--- src/design/dec_isqrt.sv ---
// ----------------------------------------------------------------------------
// dec_isqrt: pipelined integer square root
// Digit-by-digit restoring root, one result bit per register stage. The
// floor root of x leaves the last stage.
// ----------------------------------------------------------------------------
module dec_isqrt #(
  parameter int ROOT_W = 23
) (
  input  logic                  clk,
  input  logic [2*ROOT_W-1:0]   x,
  output logic [ROOT_W-1:0]     root
);

  localparam int REM_W = 2 * ROOT_W + 1;

  logic [REM_W-1:0]  rem_r  [ROOT_W];
  logic [ROOT_W-1:0] root_r [ROOT_W];

  for (genvar k = 0; k < ROOT_W; k++) begin : g_stage
    localparam int B = ROOT_W - 1 - k;
    logic [REM_W-1:0]  rem_in;
    logic [ROOT_W-1:0] root_in;
    logic [REM_W-1:0]  trial;
    logic              take;

    if (k == 0) begin : g_first
      assign rem_in  = REM_W'(x);
      assign root_in = '0;
    end else begin : g_next
      assign rem_in  = rem_r[k-1];
      assign root_in = root_r[k-1];
    end

    // Growth of the square when bit B of the root is set.
    assign trial = (REM_W'(root_in) << (B + 1)) | (REM_W'(1) << (2 * B));
    assign take  = rem_in >= trial;

    always_ff @(posedge clk) begin
      rem_r[k]  <= take ? rem_in - trial : rem_in;
      root_r[k] <= take ? root_in | (ROOT_W'(1) << B) : root_in;
    end
  end

  assign root = root_r[ROOT_W-1];

endmodule

--- config.mk ---
export PLATFORM = sky130hd
export DESIGN_NAME = dec_isqrt
export DESIGN_NICKNAME = d
export VERILOG_FILES = /design/src/design/dec_isqrt.sv
export SDC_FILE = /design/constraint.sdc
export NUM_CORES = 2
export LEC_CHECK = 0
export BUFFER_PORTS_ARGS = -buffer_cell sky130_fd_sc_hd__buf_2
export CORE_ASPECT_RATIO = 1.75
export CORE_MARGIN = 1.5
export CORE_UTILIZATION = 35
export DETAILED_ROUTE_END_ITERATION = 16
export SLEW_MARGIN = 10
export SYNTH_ARGS = -nofsm -noshare
export SYNTH_HDL_FRONTEND = slang
export SYNTH_SLANG_ARGS = --single-unit
--- constraint.sdc ---
create_clock -name clk -period 7.4 [get_ports clk]
set_input_delay 0.74 -clock clk [delete_from_list [all_inputs] [get_ports clk]]
set_output_delay 0.74 -clock clk [all_outputs]
set_load 0.03 [all_outputs]
==> metrics.csv <==
stage;metric;value;unit
die;total core area;141000;um^2
critical_path;crit path DAT;5.03;ns
finish;Syn-to-layout area delta;13.3;%
finish;most common cell after layout, fill and taps aside;dfxtp_1;
sta;setup violators final;0;
sta;hold slack;0.0759;ns
yosys;Yosys warning count;0;
yosys;Async SR Flop Fraction;0;
sta;Slew HR;0.141;
finish;Util after Layout;0.400;
route;routed vias/inst;5.01;
yosys;Avg Cell Area, Syn;10.1;um^2
critical_path;CP Launch Type;flop;
clock_network;CTS resizes;0;
yosys;EDFF count, synth;0;
sta;RSZ-0062 raised after global routing;no;
yosys;syn nets;5279;
global_route;pin count of the biggest net entering global routing;47;
finish;fill cell count;13800;
route;DRC errors left;0;
route;Routed WL;125000;um
clock_network;CTS Sinks;1310;
sta;Final Skew;0.0860;ns
finish;share of post-route cells with drive strength above 1;0.0777;
place;port bufs;69;
sta;final hold vios;0;
route;ANT nets after route;0;
clock_network;CTS tree;built;
yosys;mapped cell area;49700;um^2
yosys;Cell variety after synth;89;
finish;most frequent cells in the layout;1310 x dfxtp_1, 363 x inv_1, 325 x nor2_1;
yosys;Mapped Cells;4937;
critical_path;Req. time, crit path;8.02;ns
critical_path;crit path kind;reg2reg;
finish;nets;5406;
sta;TNS Setup;0;ns
critical_path;FF-to-FF path depth;11;
min_path;class of the worst hold path;in2reg;
die;Die X;288;um
critical_path;Setup crit end kind;flop;
route;via count;35100;
global_route;initial antenna violation count;2;
min_path;hold path depth;1;
job;MaxCap Viol Count;0;
clock_network;Post CTS Setup Buffer Count;0;
route;initial drt markers;1287;
clock_network;Num CTS Buffers;118;
outcome;run status;completed;
yosys;main flop type after synthesis;dfxtp_1;
clock_network;Clk pin slew, worst setup/hold paths;0.07;ns
clock_network;H-tree levels;3;
die;die footprint;144000;um^2
power_and_ir_drop;Pleak;25.3;nW
die;IO Count;70;
sta;pins over their slew limit;0;
critical_path;worst-path maximum fanout;33;
place;DP HPWL;100000;um
sta;crit share post-route;0.596;
global_route;vias in the first global route;37200;
die;Die H;502;um
power_and_ir_drop;Max VDD drop;0.258;mV
die;row count;182;
yosys;post-synthesis register bit count;1310;
clock_network;Clock Tree Buf Depth;3;
clock_network;CTS root buffer;clkbuf_16;
sta;Worst Tran Pin Value;1.26;ns
global_route;total gr overflow;0;
sta;minimum clock period;4.41;ns
die;Starting Density;0.353;
global_route;first-pass GRT wire length;191000;um
sta;fmax;227;MHz
yosys;sequential share of the synthesized area;0.528;
place;routability congestion estimate;0.908;
global_route;GRT Total Usage;0.172;
clock_network;# hold bufs at CTS;0;
route;Wirelength per Cell;17.8;um
clock_network;Worst-Skew Late Latency;0.77;ns
route;DRT Pass-1 Iters;7;
power_and_ir_drop;PwrDens;375;nW/um^2
==> cells in the mapped netlist, types with 11 or more instances <==
master,number,area [um^2]
a2111oi_0,12,105
a211oi_1,31,233
a21boi_0,18,135
a21o_1,117,878
a21oi_1,302,1510
a31oi_1,24,150
and2_1,17,106
and3_1,24,150
and4_1,13,114
buf_2,18,90.1
clkbuf_1,66,248
dfxtp_1,1310,26200
ha_1,295,3690
inv_1,363,1360
mux2_2,39,439
nand2_1,268,1010
nand2b_1,56,350
nand3_1,115,576
nand3b_1,20,150
nand4_1,72,450
nand4b_1,23,201
nor2_1,325,1220
nor2b_1,48,300
nor3_1,128,641
nor3b_1,18,135
nor4_1,167,1040
nor4b_1,17,149
o2111ai_1,11,96.3
o211ai_1,19,143
o21a_1,71,533
o21ai_0,172,861
o21bai_1,16,120
o31a_1,11,96.3
o31ai_1,36,270
or2_2,28,175
or3_1,49,307
or4_1,34,255
xnor2_1,259,2270
xor2_1,181,1590
==> cells by family (layout without fill, tap and decap cells) <==
family / Yosys count / after routing / synth area share
simple gates: 1455 / 1455 / 0.155
buf+inv: 459 / 686 / 0.0354
other cells: 1 / 2 / 0.0000754
mux: 45 / 45 / 0.0100
compound gates: 932 / 932 / 0.120
xor+xnor: 440 / 440 / 0.0775
fa+ha+maj: 295 / 295 / 0.0743
flops: 1310 / 1310 / 0.528
==> report_power, final <==
group          total (mW)  switching (mW)  internal (mW)
sequential           9.90            1.28           8.61
clock                6.20            2.70           3.50
combinational        5.02            2.80           2.23
total                21.1            6.78           14.3
==> worst max-delay path, cell delays in order, from the launching register on <==
cell	delay [ns]
dfxtp_1	0.32
inv_1	0.05
ha_1	0.32
o21ai_0	0.14
a22oi_1	0.23
or2_2	0.36
a221oi_1	0.64
o21ai_0	0.53
a21boi_4	0.78
inv_2	0.49
o2111ai_1	0.26
xnor2_1	0.14
==> through the flow <==
step           instance area [um^2]  cells  setup slack [ns]  power (mW)
2_1_floorplan                 49700   4937              4.49        13.4
3_3_place_gp                  52200   6784              3.17        15.0
3_5_place_dp                  52200   6784              3.13        15.0
4_1_cts                       56300   7004              3.03        21.3
5_1_grt                       56300   7005              2.88        22.3
6_report                      56300   7005              2.99        21.1
==> per-layer routing <==
layer / vias up / track usage / wire length (um)
li1: 17500 / - / -
met1: 16400 / 0.106 / 32600
met2: 687 / 0.395 / 78400
met3: 428 / 0.0200 / 2810
met4: 0 / 0.144 / 10800
met5: - / 0 / 0
==> worst paths after layout <==
kind | start | to | slack [ns]
worst max register to register | root_r[2][28]$_DFF_P_ | rem_r[18][43]$_DFF_P_ | 2.99
worst max-delay path | root_r[2][28]$_DFF_P_ | rem_r[18][43]$_DFF_P_ | 2.99
worst min-delay path | x[9] | rem_r[0][9]$_DFF_P_ | 0.08
worst min register to register | rem_r[3][25]$_DFF_P_ | rem_r[4][25]$_DFF_P_ | 0.30
==> state kept, by name, indices dropped and copies added, names as in the netlist <==
signal  count
rem_r    1034
root_r    276
==> final cells by class <==
type | count | area (um^2) | area share
inverter | 367 | 1380 | 0.0245
timing repair buffer | 99 | 571 | 0.0101
multi-input combinational | 3168 | 21800 | 0.387
antenna | 1 | 2.50 | 0.0000445
clock inverter | 52 | 611 | 0.0108
clock buffer | 168 | 3430 | 0.0609
tap | 1840 | 2300 | 0.0409
sequential | 1310 | 26200 | 0.466
Note: power is estimated with default switching activity, not from simulation.
